$ cat src/hdl/pcdr_pkg.sv
// ----------------------------------------------------------------------------
// pcdr_pkg
// Shared constants, command type and blend helper for the pixel compositor
// with dirty area tracking.
// ----------------------------------------------------------------------------
package pcdr_pkg;

    localparam int SCREEN_W    = 1024;
    localparam int SCREEN_H    = 1024;
    localparam int COORD_W     = 11;
    localparam int POS_W       = 12;
    localparam int ADDR_W      = 20;
    localparam int PIX_W       = 32;
    localparam int QUEUE_DEPTH = 4;
    localparam int QPTR_W      = $clog2(QUEUE_DEPTH);
    localparam int QCNT_W      = $clog2(QUEUE_DEPTH + 1);

    localparam logic [7:0]       THRESH_RESET = 8'd100;
    localparam logic [7:0]       ALPHA_CLEAR  = 8'h00;
    localparam logic [7:0]       ALPHA_OPAQUE = 8'hff;
    localparam logic [PIX_W-1:0] ALPHA_FORCE  = 32'hff00_0000;

    localparam logic       OP_DRAW  = 1'b0;
    localparam logic       OP_FLUSH = 1'b1;

    localparam logic [1:0] MODE_SOLID = 2'd0;
    localparam logic [1:0] MODE_COPY  = 2'd1;
    localparam logic [1:0] MODE_BLEND = 2'd2;
    localparam logic [1:0] MODE_GLYPH = 2'd3;

    // One classified beat travelling from front to back.
    typedef struct packed {
        logic               do_blend;
        logic               write_en;
        logic [ADDR_W-1:0]  pixel_addr;
        logic [PIX_W-1:0]   value;      // final value, or blend source
        logic [PIX_W-1:0]   dst;        // blend destination
        logic               area_valid;
        logic [COORD_W-1:0] area_left;
        logic [COORD_W-1:0] area_right;
        logic [COORD_W-1:0] area_top;
        logic [COORD_W-1:0] area_bottom;
    } t_cmd;

    // old + floor((new - old) * a / 256), modulo 256
    function automatic logic [7:0] mix_channel(input logic [7:0] a,
                                               input logic [7:0] nc,
                                               input logic [7:0] oc);
        logic signed [9:0]  d;
        logic signed [9:0]  as;
        logic signed [18:0] p;
        d  = $signed({2'b00, nc}) - $signed({2'b00, oc});
        as = $signed({2'b00, a});
        p  = d * as;
        return oc + p[15:8];
    endfunction

endpackage

$ cat src/hdl/pixel_compositor_dirty_rect_core.sv
// ----------------------------------------------------------------------------
// pixel_compositor_dirty_rect_core
// Framebuffer pixel write stage with ARGB blend and dirty area tracking.
// ----------------------------------------------------------------------------
// Throughput is one item per clock while full is low and results are popped:
// the front classifies a beat in the cycle it is pushed, a four-entry queue
// decouples it from the back, and the back blends (three 9x8 multiplies)
// into a single result register that refills on the same edge it is popped.
// Each item passes through the queue, then the result register. full rises
// once four commands wait in the queue; empty is low while a result is held.
// Draw beats: off-screen coordinates give an all-zero result and leave the
// dirty box alone; on-screen ones give write_en, the linear address
// (row * width + column) and the composited pixel, and grow the box.
// Blend mode keeps the old pixel at alpha 0, copies the source at alpha 255
// and otherwise mixes each channel and forces alpha to 0xff. Glyph mode
// draws the colour when the coverage byte exceeds the threshold.
// Flush beats report the box (end edges exclusive) when it is non-empty and
// then clear it. The glyph threshold resets to 100 and is written through
// the cfg channel, which is always ready; write it only while idle.
// ----------------------------------------------------------------------------
module pixel_compositor_dirty_rect_core (
    input  logic                                 i_clk,
    input  logic                                 i_rst_n,
    // configuration
    input  logic                                 i_cfg_valid,
    output logic                                 o_cfg_ready,
    input  logic [7:0]                           i_cfg_data,
    // item side
    input  logic                                 push,
    output logic                                 full,
    input  logic                                 i_op,
    input  logic signed [pcdr_pkg::POS_W-1:0]    i_pos_x,
    input  logic signed [pcdr_pkg::POS_W-1:0]    i_pos_y,
    input  logic [1:0]                           i_mode,
    input  logic [pcdr_pkg::PIX_W-1:0]           i_src_pixel,
    input  logic [pcdr_pkg::PIX_W-1:0]           i_draw_color,
    input  logic [pcdr_pkg::PIX_W-1:0]           i_dst_pixel,
    // result side
    output logic                                 empty,
    input  logic                                 pop,
    output logic                                 o_write_en,
    output logic [pcdr_pkg::ADDR_W-1:0]          o_pixel_addr,
    output logic [pcdr_pkg::PIX_W-1:0]           o_pixel_value,
    output logic                                 o_area_valid,
    output logic [pcdr_pkg::COORD_W-1:0]         o_area_left,
    output logic [pcdr_pkg::COORD_W-1:0]         o_area_right,
    output logic [pcdr_pkg::COORD_W-1:0]         o_area_top,
    output logic [pcdr_pkg::COORD_W-1:0]         o_area_bottom
);

    pcdr_pkg::t_cmd front_cmd;
    pcdr_pkg::t_cmd q_cmd;
    logic           accept;
    logic           q_rd;
    logic           q_empty;

    assign o_cfg_ready = 1'b1;
    assign accept      = push && !full;

    pcdr_front u_front (
        .i_clk        (i_clk),
        .i_rst_n      (i_rst_n),
        .i_cfg_valid  (i_cfg_valid),
        .i_cfg_data   (i_cfg_data),
        .i_accept     (accept),
        .i_op         (i_op),
        .i_pos_x      (i_pos_x),
        .i_pos_y      (i_pos_y),
        .i_mode       (i_mode),
        .i_src_pixel  (i_src_pixel),
        .i_draw_color (i_draw_color),
        .i_dst_pixel  (i_dst_pixel),
        .o_cmd        (front_cmd)
    );

    // classified beats wait here
    pcdr_fifo u_fifo (
        .i_clk   (i_clk),
        .i_rst_n (i_rst_n),
        .i_wr    (accept),
        .i_wdata (front_cmd),
        .o_full  (full),
        .i_rd    (q_rd),
        .o_rdata (q_cmd),
        .o_empty (q_empty)
    );

    pcdr_back u_back (
        .i_clk         (i_clk),
        .i_rst_n       (i_rst_n),
        .i_q_empty     (q_empty),
        .i_cmd         (q_cmd),
        .o_q_rd        (q_rd),
        .i_pop         (pop),
        .o_empty       (empty),
        .o_write_en    (o_write_en),
        .o_pixel_addr  (o_pixel_addr),
        .o_pixel_value (o_pixel_value),
        .o_area_valid  (o_area_valid),
        .o_area_left   (o_area_left),
        .o_area_right  (o_area_right),
        .o_area_top    (o_area_top),
        .o_area_bottom (o_area_bottom)
    );

endmodule

$ cat src/hdl/pcdr_front.sv
// ----------------------------------------------------------------------------
// pcdr_front
// Accepts items, clips coordinates, resolves simple modes, keeps the dirty
// box and the glyph threshold, and emits one command per item.
// ----------------------------------------------------------------------------
module pcdr_front (
    input  logic                         i_clk,
    input  logic                         i_rst_n,
    input  logic                         i_cfg_valid,
    input  logic [7:0]                   i_cfg_data,
    input  logic                         i_accept,
    input  logic                         i_op,
    input  logic signed [pcdr_pkg::POS_W-1:0] i_pos_x,
    input  logic signed [pcdr_pkg::POS_W-1:0] i_pos_y,
    input  logic [1:0]                   i_mode,
    input  logic [pcdr_pkg::PIX_W-1:0]   i_src_pixel,
    input  logic [pcdr_pkg::PIX_W-1:0]   i_draw_color,
    input  logic [pcdr_pkg::PIX_W-1:0]   i_dst_pixel,
    output pcdr_pkg::t_cmd               o_cmd
);

    localparam logic [pcdr_pkg::COORD_W-1:0] W_C = pcdr_pkg::COORD_W'(pcdr_pkg::SCREEN_W);
    localparam logic [pcdr_pkg::COORD_W-1:0] H_C = pcdr_pkg::COORD_W'(pcdr_pkg::SCREEN_H);

    logic [7:0]                   r_thresh;
    logic [pcdr_pkg::COORD_W-1:0] r_left, r_right, r_top, r_bottom;
    logic [pcdr_pkg::COORD_W-1:0] n_left, n_right, n_top, n_bottom;

    logic                         on_screen;
    logic [pcdr_pkg::COORD_W-1:0] ux, uy, ux1, uy1, clip_r, clip_b;
    logic                         area_ok;
    logic [7:0]                   alpha;

    assign ux  = i_pos_x[pcdr_pkg::COORD_W-1:0];
    assign uy  = i_pos_y[pcdr_pkg::COORD_W-1:0];
    assign ux1 = ux + 1'b1;
    assign uy1 = uy + 1'b1;
    assign on_screen = !i_pos_x[pcdr_pkg::POS_W-1] && (ux < W_C) &&
                       !i_pos_y[pcdr_pkg::POS_W-1] && (uy < H_C);

    assign clip_r  = (r_right > W_C) ? W_C : r_right;
    assign clip_b  = (r_bottom > H_C) ? H_C : r_bottom;
    assign area_ok = (r_right != '0) && (clip_r > r_left) && (clip_b > r_top);
    assign alpha   = i_src_pixel[31:24];

    always_comb begin
        o_cmd = '0;
        if (i_op == pcdr_pkg::OP_FLUSH) begin
            if (area_ok) begin
                o_cmd.area_valid  = 1'b1;
                o_cmd.area_left   = r_left;
                o_cmd.area_right  = clip_r;
                o_cmd.area_top    = r_top;
                o_cmd.area_bottom = clip_b;
            end
        end else if (on_screen) begin
            o_cmd.write_en   = 1'b1;
            o_cmd.pixel_addr = pcdr_pkg::ADDR_W'(uy) * pcdr_pkg::ADDR_W'(pcdr_pkg::SCREEN_W)
                             + pcdr_pkg::ADDR_W'(ux);
            o_cmd.dst        = i_dst_pixel;
            unique case (i_mode)
                pcdr_pkg::MODE_SOLID: o_cmd.value = i_draw_color;
                pcdr_pkg::MODE_COPY:  o_cmd.value = i_src_pixel;
                pcdr_pkg::MODE_BLEND: begin
                    if (alpha == pcdr_pkg::ALPHA_CLEAR) begin
                        o_cmd.value = i_dst_pixel;
                    end else begin
                        o_cmd.value    = i_src_pixel;
                        o_cmd.do_blend = (alpha != pcdr_pkg::ALPHA_OPAQUE);
                    end
                end
                pcdr_pkg::MODE_GLYPH: begin
                    o_cmd.value = (i_src_pixel[7:0] > r_thresh) ? i_draw_color
                                                                : i_dst_pixel;
                end
                default: o_cmd.value = i_dst_pixel;
            endcase
        end
    end

    always_comb begin
        n_left   = r_left;
        n_right  = r_right;
        n_top    = r_top;
        n_bottom = r_bottom;
        if (i_accept) begin
            if (i_op == pcdr_pkg::OP_FLUSH) begin
                n_left   = W_C;
                n_right  = '0;
                n_top    = H_C;
                n_bottom = '0;
            end else if (on_screen) begin
                if (r_left > ux)    n_left   = ux;
                if (r_top > uy)     n_top    = uy;
                if (r_right < ux1)  n_right  = ux1;
                if (r_bottom < uy1) n_bottom = uy1;
            end
        end
    end

    always_ff @(posedge i_clk) begin
        if (!i_rst_n) begin
            r_thresh <= pcdr_pkg::THRESH_RESET;
            r_left   <= W_C;
            r_right  <= '0;
            r_top    <= H_C;
            r_bottom <= '0;
        end else begin
            if (i_cfg_valid) r_thresh <= i_cfg_data;
            r_left   <= n_left;
            r_right  <= n_right;
            r_top    <= n_top;
            r_bottom <= n_bottom;
        end
    end

endmodule

$ cat src/hdl/pcdr_fifo.sv
// ----------------------------------------------------------------------------
// pcdr_fifo
// Short command queue between front and back.
// ----------------------------------------------------------------------------
module pcdr_fifo (
    input  logic           i_clk,
    input  logic           i_rst_n,
    input  logic           i_wr,
    input  pcdr_pkg::t_cmd i_wdata,
    output logic           o_full,
    input  logic           i_rd,
    output pcdr_pkg::t_cmd o_rdata,
    output logic           o_empty
);

    pcdr_pkg::t_cmd r_mem [pcdr_pkg::QUEUE_DEPTH];
    logic [pcdr_pkg::QPTR_W-1:0] r_wptr, r_rptr;
    logic [pcdr_pkg::QCNT_W-1:0] r_count;

    assign o_full  = (r_count == pcdr_pkg::QCNT_W'(pcdr_pkg::QUEUE_DEPTH));
    assign o_empty = (r_count == '0);
    assign o_rdata = r_mem[r_rptr];

    always_ff @(posedge i_clk) begin
        if (i_wr) r_mem[r_wptr] <= i_wdata;
    end

    always_ff @(posedge i_clk) begin
        if (!i_rst_n) begin
            r_wptr  <= '0;
            r_rptr  <= '0;
            r_count <= '0;
        end else begin
            if (i_wr) r_wptr <= r_wptr + 1'b1;
            if (i_rd) r_rptr <= r_rptr + 1'b1;
            unique case ({i_wr, i_rd})
                2'b10:   r_count <= r_count + 1'b1;
                2'b01:   r_count <= r_count - 1'b1;
                default: r_count <= r_count;
            endcase
        end
    end

endmodule

$ cat src/hdl/pcdr_back.sv
// ----------------------------------------------------------------------------
// pcdr_back
// Runs the per-channel alpha blend and holds the result register.
// ----------------------------------------------------------------------------
module pcdr_back (
    input  logic                                 i_clk,
    input  logic                                 i_rst_n,
    input  logic                                 i_q_empty,
    input  pcdr_pkg::t_cmd                       i_cmd,
    output logic                                 o_q_rd,
    input  logic                                 i_pop,
    output logic                                 o_empty,
    output logic                                 o_write_en,
    output logic [pcdr_pkg::ADDR_W-1:0]          o_pixel_addr,
    output logic [pcdr_pkg::PIX_W-1:0]           o_pixel_value,
    output logic                                 o_area_valid,
    output logic [pcdr_pkg::COORD_W-1:0]         o_area_left,
    output logic [pcdr_pkg::COORD_W-1:0]         o_area_right,
    output logic [pcdr_pkg::COORD_W-1:0]         o_area_top,
    output logic [pcdr_pkg::COORD_W-1:0]         o_area_bottom
);

    logic                         r_valid;
    pcdr_pkg::t_cmd               r_res;
    pcdr_pkg::t_cmd               n_res;
    logic [pcdr_pkg::PIX_W-1:0]   blended;
    logic [7:0]                   a;

    assign a = i_cmd.value[31:24];
    assign blended = pcdr_pkg::ALPHA_FORCE |
        {8'h00,
         pcdr_pkg::mix_channel(a, i_cmd.value[23:16], i_cmd.dst[23:16]),
         pcdr_pkg::mix_channel(a, i_cmd.value[15:8],  i_cmd.dst[15:8]),
         pcdr_pkg::mix_channel(a, i_cmd.value[7:0],   i_cmd.dst[7:0])};

    // Load whenever the queue holds a command and the slot is free or being drained this cycle.
    assign o_q_rd = !i_q_empty && (!r_valid || i_pop);

    always_comb begin
        n_res       = i_cmd;
        n_res.value = i_cmd.do_blend ? blended : i_cmd.value;
    end

    always_ff @(posedge i_clk) begin
        if (!i_rst_n) begin
            r_valid <= 1'b0;
        end else if (o_q_rd) begin
            r_valid <= 1'b1;
        end else if (i_pop) begin
            r_valid <= 1'b0;
        end
    end

    always_ff @(posedge i_clk) begin
        if (o_q_rd) begin
            r_res <= n_res;
        end
    end

    assign o_empty       = !r_valid;
    assign o_write_en    = r_res.write_en;
    assign o_pixel_addr  = r_res.pixel_addr;
    assign o_pixel_value = r_res.value;
    assign o_area_valid  = r_res.area_valid;
    assign o_area_left   = r_res.area_left;
    assign o_area_right  = r_res.area_right;
    assign o_area_top    = r_res.area_top;
    assign o_area_bottom = r_res.area_bottom;

endmodule

$ cat config.mk
export PLATFORM = sky130hd
export DESIGN_NAME = pixel_compositor_dirty_rect_core
export DESIGN_NICKNAME = d
export VERILOG_FILES = /design/src/hdl/pcdr_pkg.sv /design/src/hdl/pixel_compositor_dirty_rect_core.sv /design/src/hdl/pcdr_front.sv /design/src/hdl/pcdr_fifo.sv /design/src/hdl/pcdr_back.sv
export SDC_FILE = /design/constraint.sdc
export NUM_CORES = 1
export LEC_CHECK = 0
export BUFFER_PORTS_ARGS = -buffer_cell sky130_fd_sc_hd__buf_2
export CAP_MARGIN = 20
export CORE_ASPECT_RATIO = 1.4
export CORE_MARGIN = 4
export CORE_UTILIZATION = 50
export CTS_CLUSTER_SIZE = 30
export DETAILED_ROUTE_END_ITERATION = 6
export GPL_ROUTABILITY_DRIVEN = 0
export HOLD_SLACK_MARGIN = 0.12
export PLACE_DENSITY = 0.68
export SLEW_MARGIN = 10
export SYNTH_ARGS = -nofsm -noshare
export SYNTH_HDL_FRONTEND = slang
export SYNTH_SLANG_ARGS = --single-unit
$ cat constraint.sdc
create_clock -name i_clk -period 15.8 [get_ports i_clk]
set_clock_uncertainty 0.2 [all_clocks]
set_input_delay 0.79 -clock i_clk [delete_from_list [all_inputs] [get_ports i_clk]]
set_output_delay 0.79 -clock i_clk [all_outputs]
set_load 0.005 [all_outputs]
* Yosys cells after proc, flatten, opt, wreduce, memory -nomap -nowiden *
Memory sizes are Yosys's and may differ from the RTL's. A register that Yosys moved wholly into a read port is not among the register bits.
Index checks and enable logic that the tools add are counted.

operators by class
  mux-type cells = 31
  $mul = 3
  reduce and logical (&&, ||, !) cells = 28
  add/sub/neg operators = 13
  $lt $le $gt $ge = 11
  equality and inequality tests = 7

operator list
  kind                                                              count
  86-bit 2-to-1 mux                                                 2
  11-bit 2-to-1 mux                                                 14
  32-bit one-hot mux with 4 select lines                            1
  45-bit 2-to-1 mux                                                 2
  32-bit 2-to-1 mux                                                 2
  9-bit by 9-bit multiplier with 16-bit output                      3
  11-bit > comparator                                               4
  8-bit by 8-bit subtractor with 9-bit output                       3
  8-bit adder                                                       3
  24-bit 2-to-1 mux                                                 1
  11-bit by 1-bit adder with 11-bit output (second input constant)  2
  11-bit > comparator (second input constant)                       2
  11-bit < comparator                                               2
  11-bit < comparator (second input constant)                       2
  20-bit by 11-bit adder with 20-bit output                         1
  2-bit nonzero test                                                7
  3-bit AND reduction                                               4
  11-bit nonzero test                                               1
  8-bit > comparator                                                1
  8-bit zero test                                                   1
  8-bit != test (second input constant)                             1
  1-bit logical AND                                                 7
  2-bit equality test (second input constant)                       3
  1-bit 2-to-1 mux                                                  6
  other kinds (11)                                                  18

word-level totals
  flip-flop bits (word level) = 158
  memories kept = 1
  memory bits (writable) = 524

memories
  name          words  width  read ports  clocked after Yosys merged registers in  wr ports  line             text
  u_fifo.r_mem  4      131    1           1                                        1         pcdr_fifo.sv:16  pcdr_pkg::t_cmd r_mem [pcdr_pkg::QUEUE_DEPTH];

* Depth between registers and ports, before layout *
  word-level depth = 7
  depth in mapped cells = 40

* By module *
From an unflattened synthesis, not the netlist that was laid out.

second synthesis, totals
  cell total of the unflattened synthesis = 2887
  area, all modules = 38386.8 µm²

modules (own cells, without submodules)
  module                            times used  area each (µm²)  cells an instance  sequential area each (µm²)
  pcdr_fifo                         1           19356.1          731                15915.3
  pcdr_back                         1           12465.7          1247               2962.8
  pcdr_front                        1           6540.0           906                1041.0
  pixel_compositor_dirty_rect_core  1           25.0             3                  0.0

* Worst setup path after synthesis *
No wires, ideal clock.

  kind = flip-flop to flip-flop
  start = register with a tool-made name
  end = register u_back.r_res, in the netlist u_back.o_pixel_value[23], data pin
  setup time = 0.269 ns
  cell stages (with the launch flop) = 37
  arrival time = 8.494 ns
  period minus slack after synthesis = 8.963 ns
  slack = 6.837 ns
  path through = dfxtp_1 -> buf_2 -> buf_2 -> buf_2 -> buf_2 -> mux4_2 -> inv_1 -> ha_1 -> nor2b_1 -> o21ai_0 -> a21boi_0 -> o21ai_0 -> a21oi_1 -> o21a_1 -> o21ai_1 -> nand3_1 -> fa_1 -> inv_1 -> fa_1 -> fa_1 -> inv_1 -> fa_1 -> inv_1 -> ha_1 -> o211ai_1 -> or4_1 -> nand2_1 -> and2_1 -> nor2_1 -> ha_1 -> a21oi_1 -> nor2b_1 -> o21a_1 -> o41a_1 -> xnor3_1 -> xor2_1 -> o21ai_1

RTL lines
  element               line             text
  to (signal assigned)  pcdr_back.sv:56  r_res <= n_res;
  to (decl)             pcdr_back.sv:24  pcdr_pkg::t_cmd r_res;

==> impl_metrics.toml <==
[cts]
clock_latency_ns = 0.61
clockBufferDepth = 3
post_cts_buffers = 0
cts_hold_buf = 0
cts_buffers = 66
h-tree-depth = 3
clkSinkCount = 652
cts-root-buf = "clkbuf_16"
postCtsResizedCells = 0
cts_tree = "built"
path_clk_slew_ns = 0.06

[place]
dp_slack_ns = 5.816
hpwl_microns = 67080
numPortBuffers = 235

[global_routing]
busiest_layer = "met2"
use_met3 = 0.05105
antenna_found_initial = 11
grt_overflow = 0
grt_start_max_net_pins = 102
met1_usage = 0.2781
grtUsageMet2 = 0.4285
grt_pass1_vias = 25630
grt_pass1_wl_microns = 144200
track_usage = 0.2389

[logic_synthesis]
synth-seq-cells = 652
ys_seq_area_frac = 0.5100
synth_nets = 3371
yosys.area.top_type = "edfxtp_1"
yosys_warnings = 0
synth-xor-area-share = 0.02605
synth_top_area_frac = 0.4766
synth_ff_type = "edfxtp_1"
synth_edf_count = 590
synthCells = 2854
syn_area_sq_um = 37170
synth_cell_types = 61
synth_compound_area_frac = 0.06355
synth_top_family_by_area = "adder cells"
yosys-mux-area-fraction = 0.1084
synth_fa_ha_area_frac = 0.1620
synth-simple-area-share = 0.08162
netlist_top_cells_area = "edfxtp_1, fa_1, ha_1"
ys_async_sr_fraction = 0
syn_avg_cell_area_sq_um = 13.03

[sta]
fmax_ghz = 0.1001
min_period_ns = 9.986
tightest_slew_ns = 1.054
hold_viol_final = 0
setup_ws_ns = 5.814
setup_viol = 0
post-route-period-util = 0.6320
report.final.slew_viol_count = 0
setup_tns_ns = 0
relSlewSlack = 0.2791
rsz0062_at_grt = "no"

[layout]
final_common_cell = "edfxtp_1"
area_delta_synth_final_pct = 12.22
utilization = 0.5651
layout_common_cells = "edfxtp_1, inv_1, nor2_1, buf_2, ha_1"
fillers = 6066
layout-drive-gt1-share = 0.1847
fin_nets = 3601

[detailed_routing]
vias = 23810
wl_per_cell_microns = 22.93
drc = 0
routed_wl_microns = 94000
drtPass1Iterations = 6
drt_iter0_drc = 1537
vias_per_cell = 5.808
drtAntennaViolNets = 0

[setup_path]
worstPathMaxFanout = 58
critPathTopFamily = "adder cells"
cp_slowest_stage_delay_ns = 0.83
cp_slowest_cell = "buf_4"
critical_path_class = "reg2reg"
crit_buf_inv = 5
required_ns = 15.92
endpoint_kind = "flip-flop"
worstPathArrival_ns = 10.11
setup.worst_path.start_class = "flip-flop"

[die]
dieArea_sq_um = 78840
fp-row-count = 118
io-pin-count = 237
die_h_microns = 330.6
start_util = 0.5036
coreArea_sq_um = 73820
die_w_microns = 238.5

[flow_run]
maxCapViolations = 0

[outcome]
status = "completed"

[min_path]
hold_path_class = "in2reg"
cell type report:
| type | instances | area [sq um] | share of cell area |
|---|---|---|---|
| Multi-Input combinational cell | 1735 | 16480 | 0.3951 |
| Clock inverter | 35 | 382.9 | 0.009177 |
| Tap cell | 960 | 1201 | 0.02879 |
| Timing Repair Buffer | 282 | 1578 | 0.03782 |
| Clock buffer | 84 | 1793 | 0.04298 |
| Inverter | 347 | 1303 | 0.03122 |
| Antenna cell | 5 | 12.51 | 0.0002999 |
| Sequential cell | 652 | 18970 | 0.4546 |
cell usage after synthesis, types with 5 or more instances:
cell type / number
edfxtp_1: 590
inv_1: 346
nor2_1: 254
ha_1: 214
fa_1: 167
nand2_1: 142
mux4_2: 117
clkbuf_1: 87
a21oi_1: 76
xnor2_1: 75
mux2i_1: 73
dfxtp_1: 62
o21ai_0: 61
mux2_2: 58
nand3_1: 58
a211oi_1: 52
and3_1: 45
xor2_1: 33
o21a_1: 32
nand2b_1: 29
nor2b_1: 29
nor3_1: 28
a21o_1: 26
o221ai_1: 24
buf_2: 23
a2111oi_0: 16
nand4_1: 13
o21ai_1: 12
o211ai_1: 11
or3_1: 11
or2_2: 9
and2_1: 8
o2111ai_1: 7
buf_1: 6
a211o_1: 5
worst reg2reg max path: cells and delay by family (launching register included):
kind	cells	cell delay [ns]
buf+inv	5	1.08
flops	1	0.67
compound gates	11	2.45
mux	1	0.53
simple gates	7	1.35
fa+ha+maj	7	3.01
xor+xnor	2	0.40
worst paths after layout:
path	cells after the start	slack (ns)	to	start
min reg2reg	2	0.29	u_front.r_thresh[2]	u_front.r_thresh[2]
min	3	0.22	u_front.r_thresh[5]	i_cfg_data[5]
max reg2reg	33	5.81	u_back.o_pixel_value[23]	flip-flop
max	33	5.81	u_back.o_pixel_value[23]	flip-flop
kinds of logic after synthesis:
family / Yosys count
flops: 652
simple gates: 651
buf+inv: 467
fa+ha+maj: 381
compound gates: 344
mux: 249
xor+xnor: 109
other cells: 1
layer usage:
layer | wire length (microns) | vias to the layer above
met5 | 69 | -
met4 | 4023 | 10
met3 | 6298 | 209
met2 | 48910 | 822
met1 | 34700 | 12070
li1 | - | 10700
state kept, by name, summed over array words and instances, names as in the netlist, 2 cells and up, named ones only:
signal and flops:
u_back.o_pixel_addr 20, u_fifo.r_rptr 2, u_back.o_area_left 11, u_fifo.r_count 3, u_front.r_right 11, u_back.o_area_top 11, u_back.o_area_right 11, u_front.r_thresh 8
u_back.o_pixel_value 32, u_fifo.r_wptr 2, u_front.r_bottom 11, u_back.o_area_bottom 11, u_front.r_top 11, u_front.r_left 11, u_fifo.r_mem 492
metrics by stage:
step           area (sq um)  hold WS (ns)  instances
6_report              41720        0.2243       4100
5_1_grt               41710        0.2063       4096
4_1_cts               41610        0.1877       4086
3_5_place_dp          39440        0.2791       3967
3_3_place_gp          39420        0.2748       3966
2_1_floorplan         37170        0.2453       2854
Power is not shown: default switching activity piles up to over one toggle a cycle in this logic, so the estimate is an artifact.
